[config.mk]
export PLATFORM = sky130hd
export DESIGN_NAME = pia_register_model_unit
export DESIGN_NICKNAME = d
export VERILOG_FILES = /design/src/design/pia_pkg.sv /design/src/design/pia_exec.sv /design/src/design/pia_register_model_unit.sv
export SDC_FILE = /design/constraint.sdc
export NUM_CORES = 1
export LEC_CHECK = 0
export BUFFER_PORTS_ARGS = -buffer_cell sky130_fd_sc_hd__buf_2
export CAP_MARGIN = 30
export CORE_MARGIN = 10
export CORE_UTILIZATION = 30
export DETAILED_ROUTE_END_ITERATION = 12
export SLEW_MARGIN = 40
export SYNTH_ARGS = -nofsm -noshare
export SYNTH_HDL_FRONTEND = slang
export SYNTH_SLANG_ARGS = --single-unit
[constraint.sdc]
create_clock -name clk -period 2.9 [get_ports clk]
set_input_delay 0.29 -clock clk [delete_from_list [all_inputs] [get_ports clk]]
set_output_delay 0.29 -clock clk [all_outputs]
set_load 0.01 [all_outputs]
[src/design/pia_pkg.sv]
// Shared types and constants for the two-port parallel interface adapter.
// Holds the command and response word layouts, the per-port register set and operation codes.
// No dependencies.
`default_nettype none

package pia_pkg;

	// Operation codes carried in the func field
	localparam logic [1:0] FUNC_BUS_WRITE  = 2'b00;
	localparam logic [1:0] FUNC_BUS_READ   = 2'b01;
	localparam logic [1:0] FUNC_DEV_INPUT  = 2'b10;
	localparam logic [1:0] FUNC_SET_IRQ    = 2'b11;

	// Control byte bit positions
	localparam int CTRL_DATA_ACCESS = 2;
	localparam int CTRL_C2_OUTPUT   = 5;
	localparam int CTRL_FLAG_TWO    = 6;
	localparam int CTRL_FLAG_ONE    = 7;

	// Interrupt line select
	localparam logic IRQ_LINE_ONE = 1'b0;

	typedef struct packed {
		logic [1:0] func;
		logic [1:0] reg_select;
		logic [7:0] data_in;
		logic       port_sel;
		logic       irq_line;
	} cmd_word_t;

	typedef struct packed {
		logic [7:0] read_data;
		logic       dev_write_valid;
		logic       dev_write_port;
		logic [7:0] dev_write_data;
	} rsp_word_t;

	typedef struct packed {
		logic [7:0] data;
		logic [7:0] dir;
		logic [7:0] ctrl;
	} port_regs_t;

endpackage

`default_nettype wire

[src/design/pia_exec.sv]
// Combinational execute logic for one adapter operation.
// Computes next port register values and the response word; uses pia_pkg.
`default_nettype none

module pia_exec (
	input  var pia_pkg::cmd_word_t  cmd,
	input  var pia_pkg::port_regs_t port_a,
	input  var pia_pkg::port_regs_t port_b,
	output pia_pkg::port_regs_t     port_a_nxt,
	output pia_pkg::port_regs_t     port_b_nxt,
	output pia_pkg::rsp_word_t      rsp
);

	logic                which;
	pia_pkg::port_regs_t cur;
	pia_pkg::port_regs_t upd;

	// Pick the port: address bit for bus accesses, port_sel for device events
	always_comb begin
		if (cmd.func == pia_pkg::FUNC_BUS_WRITE || cmd.func == pia_pkg::FUNC_BUS_READ) begin
			which = cmd.reg_select[1];
		end else begin
			which = cmd.port_sel;
		end
		cur = which ? port_b : port_a;
	end

	// Apply the operation to the selected port
	always_comb begin
		upd = cur;
		rsp = '0;
		unique case (cmd.func)
			pia_pkg::FUNC_BUS_WRITE: begin
				if (cmd.reg_select[0]) begin
					upd.ctrl = cmd.data_in;
				end else if (cur.ctrl[pia_pkg::CTRL_DATA_ACCESS]) begin
					upd.data = (cmd.data_in & cur.dir) | (cur.data & ~cur.dir);
					rsp.dev_write_valid = 1'b1;
					rsp.dev_write_port  = which;
					rsp.dev_write_data  = cmd.data_in;
				end else begin
					upd.dir = cmd.data_in;
				end
			end
			pia_pkg::FUNC_BUS_READ: begin
				if (cmd.reg_select[0]) begin
					rsp.read_data = cur.ctrl;
				end else if (cur.ctrl[pia_pkg::CTRL_DATA_ACCESS]) begin
					// reading port data acknowledges both flags
					upd.ctrl[pia_pkg::CTRL_FLAG_ONE] = 1'b0;
					upd.ctrl[pia_pkg::CTRL_FLAG_TWO] = 1'b0;
					rsp.read_data = cur.data;
				end else begin
					rsp.read_data = cur.dir;
				end
			end
			pia_pkg::FUNC_DEV_INPUT: begin
				upd.data = (cmd.data_in & ~cur.dir) | (cur.data & cur.dir);
			end
			pia_pkg::FUNC_SET_IRQ: begin
				if (cmd.irq_line == pia_pkg::IRQ_LINE_ONE) begin
					upd.ctrl[pia_pkg::CTRL_FLAG_ONE] = 1'b1;
				end else if (!cur.ctrl[pia_pkg::CTRL_C2_OUTPUT]) begin
					upd.ctrl[pia_pkg::CTRL_FLAG_TWO] = 1'b1;
				end
			end
			default: begin
				upd = cur;
			end
		endcase
	end

	// Route the updated set back to its port
	assign port_a_nxt = which ? port_a : upd;
	assign port_b_nxt = which ? upd : port_b;

endmodule

`default_nettype wire

[src/design/pia_register_model_unit.sv]
// Two-port parallel interface adapter register model: top level.
// Command register, port register file and response register around pia_exec.
// Uses pia_pkg and pia_exec.
//
// Usage:
//   The cmd channel carries one operation word (bus write, bus read, device input
//   or set interrupt flag). A word is taken at a clock edge with cmd_valid high and
//   cmd_stall low. Every command yields exactly one rsp word, taken at an edge with
//   rsp_valid high and rsp_stall low.
//   Path: the accepting edge loads the command register; the command then executes
//   into the response register and port registers together once the response
//   register is free or draining, and the word can then be taken from rsp.
//   Throughput: one command per cycle unless a response is stalled; the port
//   register read-modify-write lets consecutive commands see each other's effects.
//   Stall: when rsp_stall holds a waiting response, the command register keeps its
//   word and cmd_stall rises once that register is full; one command is buffered.
//   Reset: arst_n low clears all port data, direction and control bytes to zero
//   and empties both pipeline registers.
`default_nettype none

module pia_register_model_unit (
	input  wire                clk,
	input  wire                arst_n,
	input  wire                cmd_valid,
	output logic               cmd_stall,
	input  var pia_pkg::cmd_word_t cmd,
	output logic               rsp_valid,
	input  wire                rsp_stall,
	output pia_pkg::rsp_word_t rsp
);

	logic                valid_s1;
	pia_pkg::cmd_word_t  cmd_s1;
	logic                fire_s1;
	pia_pkg::port_regs_t port_a_q;
	pia_pkg::port_regs_t port_b_q;
	pia_pkg::port_regs_t port_a_nxt;
	pia_pkg::port_regs_t port_b_nxt;
	pia_pkg::rsp_word_t  rsp_nxt;
	pia_pkg::rsp_word_t  rsp_q;
	logic                rsp_valid_q;

	// Advance the command stage whenever the response register is free or draining
	assign fire_s1   = valid_s1 && (!rsp_valid_q || !rsp_stall);
	assign cmd_stall = valid_s1 && !fire_s1;

	// Hold the command word until it executes
	always_ff @(posedge clk or negedge arst_n) begin
		if (!arst_n) begin
			valid_s1 <= 1'b0;
		end else if (!cmd_stall) begin
			valid_s1 <= cmd_valid;
		end
	end

	always_ff @(posedge clk) begin
		if (!cmd_stall && cmd_valid) begin
			cmd_s1 <= cmd;
		end
	end

	pia_exec u_exec (
		.cmd        (cmd_s1),
		.port_a     (port_a_q),
		.port_b     (port_b_q),
		.port_a_nxt (port_a_nxt),
		.port_b_nxt (port_b_nxt),
		.rsp        (rsp_nxt)
	);

	// Commit port registers when a command executes
	always_ff @(posedge clk or negedge arst_n) begin
		if (!arst_n) begin
			port_a_q <= '0;
			port_b_q <= '0;
		end else if (fire_s1) begin
			port_a_q <= port_a_nxt;
			port_b_q <= port_b_nxt;
		end
	end

	// Response register: load on execute, drop when taken
	always_ff @(posedge clk or negedge arst_n) begin
		if (!arst_n) begin
			rsp_valid_q <= 1'b0;
		end else if (fire_s1) begin
			rsp_valid_q <= 1'b1;
		end else if (!rsp_stall) begin
			rsp_valid_q <= 1'b0;
		end
	end

	always_ff @(posedge clk) begin
		if (fire_s1) begin
			rsp_q <= rsp_nxt;
		end
	end

	assign rsp_valid = rsp_valid_q;
	assign rsp       = rsp_q;

	// An executing command always produces a response next cycle
	a_fire_gives_rsp: assert property (@(posedge clk) disable iff (!arst_n)
		fire_s1 |=> rsp_valid)
		else $error("executed command produced no response");

	// Back-pressure only with a full command register and a blocked response
	a_stall_cause: assert property (@(posedge clk) disable iff (!arst_n)
		cmd_stall |-> (valid_s1 && rsp_valid_q && rsp_stall))
		else $error("cmd_stall without a blocked response");

	// A device write strobe never coincides with read data
	a_write_no_read: assert property (@(posedge clk) disable iff (!arst_n)
		(rsp_valid && rsp.dev_write_valid) |-> (rsp.read_data == 8'h00))
		else $error("device write response carries read data");

	// Without a strobe, the device write fields stay zero
	a_idle_strobe_zero: assert property (@(posedge clk) disable iff (!arst_n)
		(rsp_valid && !rsp.dev_write_valid) |->
			(rsp.dev_write_port == 1'b0 && rsp.dev_write_data == 8'h00))
		else $error("device write fields set without strobe");

endmodule

`default_nettype wire
---- After elaboration in Yosys (flattened, before gate mapping) ----
Cells that the tools add are included.
Widths: inputs -> output; s select.
cells by class
  equality and inequality tests ........... 4
  muxes and demuxes ....................... 20
  bitwise gates (word level) .............. 10
  reductions and logical operators ........ 14
operators by type and width
  cell                number
  $mux 8              6
  $and 8x8->8         4
  $mux 24             1
  $mux 16             1
  $or 8x8->8          2
  $pmux 8 s2          1
  $mux 10             1
  $not 8->8           1
  $mux 1              6
  $mux 6              1
  $pmux 2 s3          1
  $eq 2x2->1 const B  2
  $logic_not 1->1     4
  $mux 2              2
  $reduce_and 2->1    2
  $logic_and 1x1->1   3
  $not 1->1           3
  $reduce_or 3->1     1
  $eq 2x1->1 const B  1
  $logic_not 2->1     1
  $logic_or 1x1->1    2
  $ne 2x1->1 const B  1
  $reduce_or 2->1     1
storage, ports and cells
  register bits ........................... 82
  input port bits ......................... 18
  output and inout bits ................... 20
  word-level logic and storage cells ...... 65

---- Longest topological paths before layout ----
Gate-level depths: netlist of run 1.
  word-level depth ........................ 10
  gate-level depth with buffers ........... 8
  gate-level depth less buffers ........... 6

---- Modules after synthesis ----
A second synthesis of run 1 with hierarchy kept.
second synthesis, totals
  cell total of the unflattened synthesis .. 436
  area total of the unflattened synthesis .. 4938.5 um^2
by module, submodules not included
  module                   times used  cells an instance  area an instance (um^2)  seq. area each (um^2)
  pia_register_model_unit  1           141                2887.8                   2212.1
  pia_exec                 1           295                2050.7                   0.0

---- Worst setup path before layout of run 1 ----
Ideal clock, no wire load.
  path type ............................... register to register
  from .................................... register cmd_s1[13] in the netlist's numbering
  to ...................................... register port_b_q[10] in the netlist's numbering
  library setup time ...................... 125 ps
  arrival time ............................ 2014 ps
  required time ........................... 2775 ps
  setup slack ............................. 762 ps
  cell stages (with the launch flop) ...... 7
  path through ............................ edfxtp_1 -> buf_4 -> mux2i_1 -> mux2_4 -> or3_4 -> nor2_8 -> mux2_2
between the ends
  cells in the longest elaborated chain, start to end .. 7
  elaborated cells between the ends (all ways) .. 9
ends and longest elaborated chain
  what                                           RTL line                        source
  start, declared                                pia_register_model_unit.sv:33   pia_pkg::cmd_word_t cmd_s1;
  start signal, assigned                         pia_register_model_unit.sv:58   cmd_s1 <= cmd;
  $eq 2x1->1 or $logic_not 2->1 (tied branches)  pia_exec.sv:20, pia_exec.sv:32
  $logic_or 1x1->1                               pia_exec.sv:20                  if (cmd.func == pia_pkg::FUNC_BUS_WRITE || cmd.func == pia_pkg::FUNC_BUS_READ) begin
  $mux 1                                         pia_exec.sv:20
  $mux 24                                        pia_exec.sv:25                  cur = which ? port_b : port_a;
  $mux 8                                         pia_exec.sv:36                  end else if (cur.ctrl[pia_pkg::CTRL_DATA_ACCESS]) begin
  $mux 16                                        pia_exec.sv:34                  if (cmd.reg_select[0]) begin
  $mux 8                                         pia_exec.sv:32                  unique case (cmd.func)
  end signal, assigned                           pia_register_model_unit.sv:78   port_b_q <= port_b_nxt;
  end, declared                                  pia_register_model_unit.sv:36   pia_pkg::port_regs_t port_b_q;
Several ways; a longest one is shown, not always the timed one.
A chain may end at the register's enable or synchronous reset.

---- Worst setup path in the final report of run 1 ----
  from .................................... register cmd_s1[13] in the netlist's numbering
  to ...................................... register port_a_q[11] in the netlist's numbering
between the ends
  cells in the longest elaborated chain, start to end .. 7
  elaborated cells between the ends (all ways) .. 10
ends and longest elaborated chain
  what                                           RTL line                        source
  $eq 2x1->1 or $logic_not 2->1 (tied branches)  pia_exec.sv:20, pia_exec.sv:32
  $logic_or 1x1->1                               pia_exec.sv:20
  $mux 1                                         pia_exec.sv:20
  $mux 24                                        pia_exec.sv:25
  $mux 8                                         pia_exec.sv:36
  $mux 16                                        pia_exec.sv:34
  $mux 8                                         pia_exec.sv:32
  end signal, assigned                           pia_register_model_unit.sv:77   port_a_q <= port_a_nxt;
  end, declared                                  pia_register_model_unit.sv:35   pia_pkg::port_regs_t port_a_q;
Several ways; a longest one is shown, not always the timed one.

==> results of run 1 <==
-- cells by family after synthesis --
kind of cell / Yosys count / synth area share
compound gates: 79 / 0.1271
buf+inv: 27 / 0.02820
flops: 82 / 0.5361
simple gates: 135 / 0.1643
mux: 54 / 0.1443
-- layer usage --
| layer | wire length (µm) | up-vias | share of wire | global-route usage |
|---|---|---|---|---|
| met3 | 944 | 21 | 0.087 | 0.03642 |
| met4 | 262 | 0 | 0.024 | 0.05328 |
| met5 | 0 | - | 0 | 0 |
| met2 | 4885 | 143 | 0.45 | 0.1791 |
| li1 | - | 1470 | - | - |
| met1 | 4762 | 1520 | 0.44 | 0.1534 |
-- final cells by class --
cell class	count	area [µm²]
Fill cell	1329	8434
Sequential cell	82	2212
Multi-Input combinational cell	268	1810
Timing Repair Buffer	53	307.8
Clock buffer	11	242.7
Tap cell	176	220.2
Clock inverter	5	101.3
Inverter	5	18.77
-- sequential cells by signal, indices dropped and copies added (netlist names) --
signal / count
port_a_q: 24
valid_s1: 1
rsp_valid: 1
cmd_s1: 14
rsp: 18
port_b_q: 24
-- worst paths after layout --
kind,startpoint,to,slack [ps],depth (start not counted)
setup / recovery,cmd_s1[13],port_a_q[11],510,5
hold / removal,arst_n,port_b_q[19],-40,1
setup reg to reg,cmd_s1[13],port_a_q[11],510,5
hold reg to reg,valid_s1,rsp_valid,500,1
max in group asynchronous,arst_n,port_b_q[3],2470,1
min in group clk,cmd[0],cmd_s1[0],120,1
-- through the flow --
stage | worst slack [ps] | util
finish | 509.4 | 0.3681
global route | 404.9 | 0.3681
CTS | 537.7 | 0.3681
detailed placement | 544.8 | 0.3423
global placement | 606.4 | 0.3421
floorplan | 761.5 | -
-- cell usage in the layout (no fill, tap or decap), types with 3 or more instances in the layout --
| cell type | count |
|---|---|
| o21ai_0 | 18 |
| nor2_1 | 9 |
| inv_1 | 5 |
| nor3_1 | 3 |
| edfxtp_1 | 32 |
| dfrtp_1 | 50 |
| a311oi_1 | 7 |
| clkbuf_16 | 9 |
| mux2_2 | 36 |
| nand2_1 | 63 |
| mux2i_1 | 12 |
| nand3_1 | 21 |
| buf_4 | 17 |
| nand3b_1 | 4 |
| nand2b_1 | 8 |
| bufinv_16 | 3 |
| o211ai_1 | 4 |
| buf_2 | 36 |
| and2_1 | 10 |
| mux2_1 | 4 |
| o32a_1 | 4 |
| a211oi_1 | 7 |
| and3_1 | 5 |
| nor2b_1 | 3 |
| a21oi_1 | 22 |
-- power groups by stage --
stage	logic, mW	clock network (mW)	registers, mW
floorplan	0.625	0	1.69
global placement	0.784	0	1.79
detailed placement	0.810	0	1.80
CTS	0.814	1.34	1.78
global route	0.901	1.37	1.83
finish	0.809	1.30	1.80
-- worst max-delay path, delay by kind of cell (launching register included) --
family | cells | cell delay, ps
buf+inv | 1 | 410
mux | 2 | 670
simple gates | 2 | 630
flops | 1 | 550
==> reports/metrics.csv, run 1 <==
metric,value,unit
post_cts resized,0,
Placed Cells,584,
Int Power,2.757,mW
Worst Tran Pin Value,715.7,ps
Netlist cell types,44,
min cycle time layout,2391,ps
clock root buffer master,clkbuf_16,
worst hold-check path type,in -> async,
Worst slew margin,0.5229,
DR vias/cell,5.257,
type of origin of the critical path,flip-flop,
DP Wirelength,7.664,mm
Finished Layout Cells,600,
site row count,42,
final hold violation count,26,
Pwr Total,3.909,mW
CP Max Fanout,39,
DIE WIDTH,137.3,µm
cell taking the most area after synthesis,dfrtp_1,
Nets,437,
total gr overflow,0,
Max-Cap Viols,0,
Finished Cell Area,4913,µm²
clk_lat worst skew,340,ps
Die Ht,137.3,µm
unrepaired setup endpoints after global routing,no,
combinational power share,0.207,
wire per inst,18.09,µm
Synth Flop Type,dfrtp_1,
setup bufs post-CTS,0,
router iterations before antenna repair,5,
largest net degree at the start of global routing,51,
post-synthesis async set-or-reset flop share,0.6098,
synth warn,0,
core area,13350,µm²
Synth top area share,0.3032,
clock share of power,0.334,
failing checks,hold timing,
kind of critical path,reg -> reg,
"Clk pin slew, worst setup/hold paths",60,ps
first-pass GRT wire length,17.15,mm
CTS tree,yes,
Yosys reg bits,82,
DIE AREA,18850,µm²
synth cell count leaders,"nand2_1 (63), dfrtp_1 (50), mux2_2 (36)",
Max rail drop VDD,0.2405,mV
CP Cell Sequence,mux2i_4 -> buf_4 -> nand2_1 -> nor2_8 -> mux2_2,
synth top area cells,"dfrtp_1 (30%), edfxtp_1 (23%), mux2_2 (9.8%), nand2_1 (5.7%), mux2i_1 (3.2%)",
critical path required time,3130,ps
worst hold slack,-39.98,ps
cts bufs inserted,9,
syn_nets,395,
synthesized area,4126,µm²
P&R area growth vs syn,19.07,%
clock buffer depth,2,
Ports,38,
routed vias,3154,
Clock Skew,4.818,ps
DRC,0,
NetSw,1.151,mW
antenna violations before repair,0,
average size of a mapped cell,10.95,µm²
clock sink total,82,
setup TNS,0,ps
Switching Fraction,0.2946,
final setup vio count,0,
proportion of layout cells with a drive suffix above 1,0.2571,
initial core utilization,0.3091,
Seq pwr share,0.459,
status,"complete, but fails checks",
Worst Path Arrival,2620,ps
pins over their slew limit,0,
Detailed Route WL,10.85,mm
Post-synth EDFFs,32,
Placer Congestion,0.8987,
port bufs,37,
leakage,2.012,nW
Max stage delay on crit path,550,ps
most frequent cell after synthesis,nand2_1,
Crit-path slowest cell,edfxtp_1,
GRT Total Usage,0.1189,
number of global-route vias before repair,3152,
Antenna Violating Nets Remaining,0,
f_max,418.3,MHz
Antenna Diode Count,0,
Syn Inst Count,377,
fin crit share,0.8243,
Area after DPL,4569,µm²
DR iter-0 viols,231,
Pwr Density,795.5,nW/µm²
Crit. End Element,flip-flop,
cts-stage hold buffer count,0,
CTS H-Tree Depth,3,
"Seq/Total Area, Yosys",0.5361,
No activity file was read; power rests on OpenSTA's default activity.
==> inputs of run 2 (changes only) <==
- ABC_AREA: unset -> 1
- clock period: 2.9 -> 2 ns (I/O delays scaled with it)
==> reports/metrics.csv, run 2 <==
metric,value,unit,change
Met3 Routed Length,727,µm,was 944 µm
Worst Tran Pin Value,650.7,ps,was 715.7 ps
CTS H-Tree Depth,3,,unchanged
status,completed,,"was complete, but fails checks"
Clock Skew,8.125,ps,was 4.818 ps
DIE WIDTH,135.0,µm,was 137.3 µm
Crit-path slowest cell,edfxtp_1,,unchanged
Pwr Density,1228,nW/µm²,was 795.5 nW/µm²
type of origin of the critical path,flip-flop,,unchanged
critical path required time,2090,ps,was 3130 ps
critical path's top delay family,simple AND/OR/NAND/NOR gates,,was multiplexers
Worst Path Arrival,1970,ps,was 2620 ps
wire per inst,14.66,µm,was 18.09 µm
core area,12770,µm²,was 13350 µm²
synth cell count leaders,"nand2_1 (188), dfrtp_1 (50), o21ai_0 (43)",,"was nand2_1 (63), dfrtp_1 (50), mux2_2 (36)"
DR iter-0 viols,246,,was 231
CTS tree,yes,,unchanged
"commonest cells after routing, fill and taps aside","nand2_1 (186), dfrtp_1 (50), inv_1 (40), o21ai_0 (37), buf_2 (37)",,"was nand2_1 (63), dfrtp_1 (50), mux2_2 (36), buf_2 (36), edfxtp_1 (32)"
DIE AREA,18220,µm²,was 18850 µm²
syn_nets,498,,was 395
GRT Total Usage,0.1218,,was 0.1189
Max rail drop VDD,0.5413,mV,was 0.2405 mV
DR vias/cell,4.654,,was 5.257
antenna violations before repair,0,,unchanged
fill count,1326,,was 1329
most frequent cell after synthesis,nand2_1,,unchanged
Synth Area in Compound Gates,0.09527,,was 0.1270
P&R area growth vs syn,21.14,%,was 19.07%
site row count,41,,was 42
port bufs,37,,unchanged
pins over their slew limit,0,,unchanged
mux share of post-synthesis cell area,0,,was 0.1443
Synth top area share,0.3155,,was 0.3032
router iterations before antenna repair,5,,unchanged
DP Wirelength,7.788,mm,was 7.664 mm
met2 routed WL,4.529,mm,was 4.885 mm
proportion of layout cells with a drive suffix above 1,0.1833,,was 0.2571
Worst slew margin,0.5662,,was 0.5229
Nets,553,,was 437
Netlist cell types,24,,was 44
initial core utilization,0.3105,,was 0.3091
clk_lat worst skew,340,ps,about the same
fin crit share,0.9407,,was 0.8243
Final Util,0.3761,,was 0.3681
main combinational cell family by area after synthesis,simple AND/OR/NAND/NOR gates,,unchanged
Post-Synth Simple-Gate Area,0.2808,,was 0.1643
worst hold-check path type,in -> reg,,was in -> async
adder-cell share of the synthesized area,0,,unchanged
"commonest non-fill, non-tap cell in the layout",nand2_1,,unchanged
kind of critical path,reg -> reg,,unchanged
setup TNS,0,ps,unchanged
Detailed Route WL,10.44,mm,was 10.85 mm
clock root buffer master,clkbuf_16,,unchanged
routed vias,3314,,was 3154
Placer Congestion,0.9857,,was 0.8987
final setup vio count,0,,unchanged
cell taking the most area after synthesis,dfrtp_1,,unchanged
"Clk pin slew, worst setup/hold paths",60,ps,about the same
Post-synth EDFFs,32,,unchanged
average size of a mapped cell,8.263,µm²,was 10.95 µm²
clock sink total,82,,unchanged
CP Buf/Inv Count,3,,was 1
Die Ht,135.0,µm,was 137.3 µm
largest net degree at the start of global routing,51,,unchanged
Ports,38,,unchanged
synthesized area,3966,µm²,was 4126 µm²
"Seq/Total Area, Yosys",0.5577,,was 0.5361
CP Cell Sequence,inv_2 -> nand2_2 -> nand2_8 -> nand2_4 -> nand2_8 -> inv_2 -> nand2_2 -> o22ai_1 -> o21ai_1 -> inv_1,,was mux2i_4 -> buf_4 -> nand2_1 -> nor2_8 -> mux2_2
Syn Inst Count,480,,was 377
Yosys reg bits,82,,unchanged
final hold violation count,0,,was 26
cts bufs inserted,9,,unchanged
Synth Area in XOR/XNOR,0,,unchanged
Antenna Diode Count,0,,unchanged
Synth Flop Type,dfrtp_1,,unchanged
CP Max Fanout,16,,was 39
total gr overflow,0,,unchanged
Crit. End Element,flip-flop,,unchanged
Antenna Violating Nets Remaining,0,,unchanged
synth top area cells,"dfrtp_1 (32%), edfxtp_1 (24%), nand2_1 (18%), o21ai_0 (5.4%), nand3_1 (3.9%)",,"was dfrtp_1 (30%), edfxtp_1 (23%), mux2_2 (9.8%), nand2_1 (5.7%), mux2i_1 (3.2%)"
Max-Cap Viols,0,,unchanged
Max stage delay on crit path,450,ps,was 550 ps
number of global-route vias before repair,3453,,was 3152
min cycle time layout,1881,ps,was 2391 ps
post-synthesis async set-or-reset flop share,0.6098,,unchanged
Pwr Total,5.900,mW,was 3.909 mW
leakage,2.361,nW,was 2.012 nW
first-pass GRT wire length,17.48,mm,was 17.15 mm
Top Metal Used,met4,,unchanged
synth warn,0,,unchanged
DRC,0,,unchanged
f_max,531.5,MHz,was 418.3 MHz
WL met1,4.941,mm,was 4.762 mm
clock buffer depth,2,,unchanged
==> run 2: changes by cell type in the layout (fill, tap and decap cells not counted), moves of 10 or more <==
cell | before | now
a21oi_1 | 22 | 5
and2_1 | 10 | 0
inv_1 | 5 | 40
mux2_2 | 36 | 0
mux2i_1 | 12 | 0
nand2_1 | 63 | 186
nand3_1 | 21 | 31
nor2_1 | 9 | 23
o21ai_0 | 18 | 37
o21ai_1 | 0 | 20
==> run 2: path summary, 6_finish.rpt <==
check | start | endpoint | slack (ps) | depth (start not counted)
max in group asynchronous | arst_n | port_b_q[1] | 1060 | 3
hold / removal | cmd[3] | cmd_s1[3] | 30 | 1
setup reg to reg | cmd_s1[13] | rsp[15] | 120 | 10
setup / recovery | cmd_s1[13] | rsp[15] | 120 | 10
min in group asynchronous | arst_n | rsp_valid | 510 | 3
hold reg to reg | port_a_q[23] | port_a_q[23] | 480 | 2
==> run 2: metal layers <==
layer  GRT usage  up-vias
li1            -     1662
met1      0.1559     1540
met2      0.1818       91
met3     0.04303       21
met4     0.05144        0
met5           0        -
==> run 2: area by class of cell <==
type                    instances  area (µm²)  share of cell area
flip-flops and latches         82        2212              0.4604
multi-input cells             335        1511              0.3146
repair buffers                 63       399.1             0.08307
clock buffers                  13       282.8             0.05885
well taps                     172       215.2             0.04479
inverters                      44       165.2             0.03437
clock inverters                 3       18.77            0.003906
==> run 2: cells by family after synthesis <==
logic type	Yosys count
flip-flops	82
AO/OA/AOI/OAI	72
AND/OR/NAND/NOR	263
buffers and inverters	63
==> run 2: power breakdown <==
| part | internal (mW) | switching, mW |
|---|---|---|
| combinational | 0.623 | 1.08 |
| sequential | 2.28 | 0.299 |
| clock | 0.990 | 0.631 |
==> run 2: repair_timing <==
item,in CTS,in global routing
pin swaps,0,1
cloned,0,0
hold buffers,1,0
endpoints found under the setup margin,4,18
resized for setup,3,9
hold endpoints to repair,7,0
setup buffers,1,3
==> run 2: through the flow <==
step                      hold slack, ps  area [µm²]  setup slack [ps]  instances
after global routing               14.63        4805            -1.359        712
after CTS                          17.66        4758             25.90        709
after floorplan                   -95.59        3966             292.4        480
final                              30.65        4805             118.6        712
after global placement             348.5        4439            -40.46        691
after detailed placement           366.3        4439            -110.6        691
==> inputs of run 3 (changes only) <==
- CAP_MARGIN: 30 -> unset
- REMOVE_ABC_BUFFERS: unset -> 1
==> reports/metrics.csv, run 3 (synthesis results as in run 2) <==
metric,value,unit,change
Ports,38,,unchanged
"Top cell by count, worst path",o21ai_0,,
final setup vio count,0,,unchanged
clock sink total,82,,unchanged
status,completed,,unchanged
DP Wirelength,7.543,mm,was 7.788 mm
CP Max Fanout,7,,was 16
initial core utilization,0.3105,,unchanged
pins over their slew limit,0,,unchanged
proportion of layout cells with a drive suffix above 1,0.1704,,was 0.1833
leakage,2.348,nW,was 2.361 nW
routed vias,3297,,was 3314
type of origin of the critical path,flip-flop,,unchanged
Die Ht,135.0,µm,unchanged
Pwr Density,1252,nW/µm²,was 1228 nW/µm²
Worst Tran Pin Value,577.9,ps,was 650.7 ps
critical path required time,2090,ps,about the same
Finished Layout Cells,706,,was 712
cts bufs inserted,9,,unchanged
DR iter-0 viols,282,,was 246
P&R area growth vs syn,20.79,%,was 21.14%
Crit-path slowest cell,edfxtp_1,,unchanged
CTS H-Tree Depth,3,,unchanged
DRC,0,,unchanged
final hold violation count,0,,unchanged
clock buffer depth,2,,unchanged
min cycle time layout,1887,ps,was 1881 ps
Antenna Diode Count,0,,unchanged
Max rail drop VDD,0.3696,mV,was 0.5413 mV
f_max,530.0,MHz,was 531.5 MHz
Antenna Violating Nets Remaining,0,,unchanged
Worst Path Arrival,1980,ps,was 1970 ps
clock root buffer master,clkbuf_16,,unchanged
number of global-route vias before repair,3374,,was 3453
Detailed Route WL,10.50,mm,was 10.44 mm
core area,12770,µm²,unchanged
port bufs,37,,unchanged
clk_lat worst skew,350,ps,was 340 ps
Clock Skew,8.171,ps,was 8.125 ps
CP Cell Sequence,nand2_1 -> nand2_4 -> o21ai_0 -> o22ai_1 -> o21ai_0 -> inv_1,,was inv_2 -> nand2_2 -> nand2_8 -> nand2_4 -> nand2_8 -> inv_2 -> nand2_2 -> o22ai_1 -> o21ai_1 -> inv_1
Worst R2R Path Depth,6,,was 10
Area after DPL,4429,µm²,was 4439 µm²
router iterations before antenna repair,5,,unchanged
CP Buf/Inv Count,1,,was 3
hold path depth,1,,unchanged
Finished Cell Area,4791,µm²,was 4805 µm²
Pwr Total,5.996,mW,was 5.900 mW
wire per inst,14.87,µm,was 14.66 µm
site row count,41,,unchanged
"commonest non-fill, non-tap cell in the layout",nand2_1,,unchanged
Max-Cap Viols,0,,unchanged
Crit. End Element,flip-flop,,unchanged
Nets,547,,was 553
kind of critical path,reg -> reg,,unchanged
Worst slew margin,0.6147,,was 0.5662
DIE AREA,18220,µm²,unchanged
GRT Total Usage,0.1205,,was 0.1218
CTS tree,yes,,unchanged
DIE WIDTH,135.0,µm,unchanged
critical path's top delay family,compound AO/OA/AOI/OAI gates,,was simple AND/OR/NAND/NOR gates
Final Util,0.3751,,was 0.3761
total gr overflow,0,,unchanged
unrepaired setup endpoints after global routing,no,,
Placer Congestion,0.9283,,was 0.9857
DR vias/cell,4.670,,was 4.654
fill count,1297,,was 1326
"commonest cells after routing, fill and taps aside","nand2_1 (187), dfrtp_1 (50), o21ai_0 (41), inv_1 (40), buf_2 (37)",,"was nand2_1 (186), dfrtp_1 (50), inv_1 (40), o21ai_0 (37), buf_2 (37)"
first-pass GRT wire length,17.33,mm,was 17.48 mm
CP Depth,6,,was 10
worst hold-check path type,in -> reg,,unchanged
largest net degree at the start of global routing,29,,was 51
fin crit share,0.9434,,was 0.9407
Max stage delay on crit path,450,ps,about the same
"Clk pin slew, worst setup/hold paths",60,ps,about the same
setup TNS,0,ps,unchanged
antenna violations before repair,0,,unchanged
Placed Cells,688,,was 691
-- run 3: cell types whose count changed in the layout (fill, tap and decap cells not counted), moves of 2 or more --
| cell | previous run | this run |
|---|---|---|
| o21ai_1 | 20 | 17 |
| buf_4 | 23 | 17 |
| nand2_2 | 7 | 4 |
| bufinv_16 | 0 | 2 |
| o21ai_0 | 37 | 41 |
| clkbuf_16 | 11 | 9 |
| nand2_4 | 2 | 4 |
-- run 3: repair_timing --
action                                 in CTS  in global routing
hold buffers                                1                  0
setup buffers                               0                  1
setup endpoints to repair                   0                 33
gates resized for setup                     0                  7
endpoints found under the hold margin      22                  0
-- run 3: metrics by stage --
| stage | hold slack [ps] | worst slack (ps) |
|---|---|---|
| global route | 21.30 | 1.335 |
| finish | 27.41 | 113.3 |
| detailed placement | 228.8 | 31.81 |
| CTS | 20.67 | 23.63 |
| floorplan | -95.59 | -52.44 |
| global placement | 217.0 | 32.69 |
-- run 3: per-layer routing --
layer  part of all wire  vias up  global-route usage
li1                   -     1649                   -
met1               0.45     1549              0.1493
met2               0.48       85              0.1933
met3              0.062       14             0.03301
met4              0.015        0             0.05024
met5                  0        -                   0
-- run 3: worst register-to-register path, delay by kind of cell, from the launching register on --
kind                   cells  cell delay, ps
and+or+nand+nor            2             310
AOI/OAI and AO/OA          3             820
DFF                        1             450
buffers and inverters      1              60
-- run 3: worst paths after layout --
check | from | slack, ps | to
setup / recovery | cmd_s1[13] | 110 | rsp[17]
hold / removal | cmd[5] | 30 | cmd_s1[5]
setup reg to reg | cmd_s1[13] | 110 | rsp[17]
hold reg to reg | port_b_q[16] | 480 | port_b_q[16]
max in group asynchronous | arst_n | 1040 | port_b_q[5]
min in group asynchronous | arst_n | 400 | port_a_q[20]
-- run 3: area by class of cell --
type,count,area (µm²),share of cell area
clock inverters,5,77.57,0.01619
inverters,44,167.7,0.03500
clock buffers,11,242.7,0.05067
flip-flops and latches,82,2212,0.4617
repair buffers,57,362.8,0.07574
well taps,172,215.2,0.04492
multi-input cells,335,1513,0.3157
-- run 3: power by group --
part / internal (mW) / switching [mW]
registers: 2.28 / 0.290
clock network: 1.12 / 0.647
logic: 0.593 / 1.06
total: 3.99 / 2.00
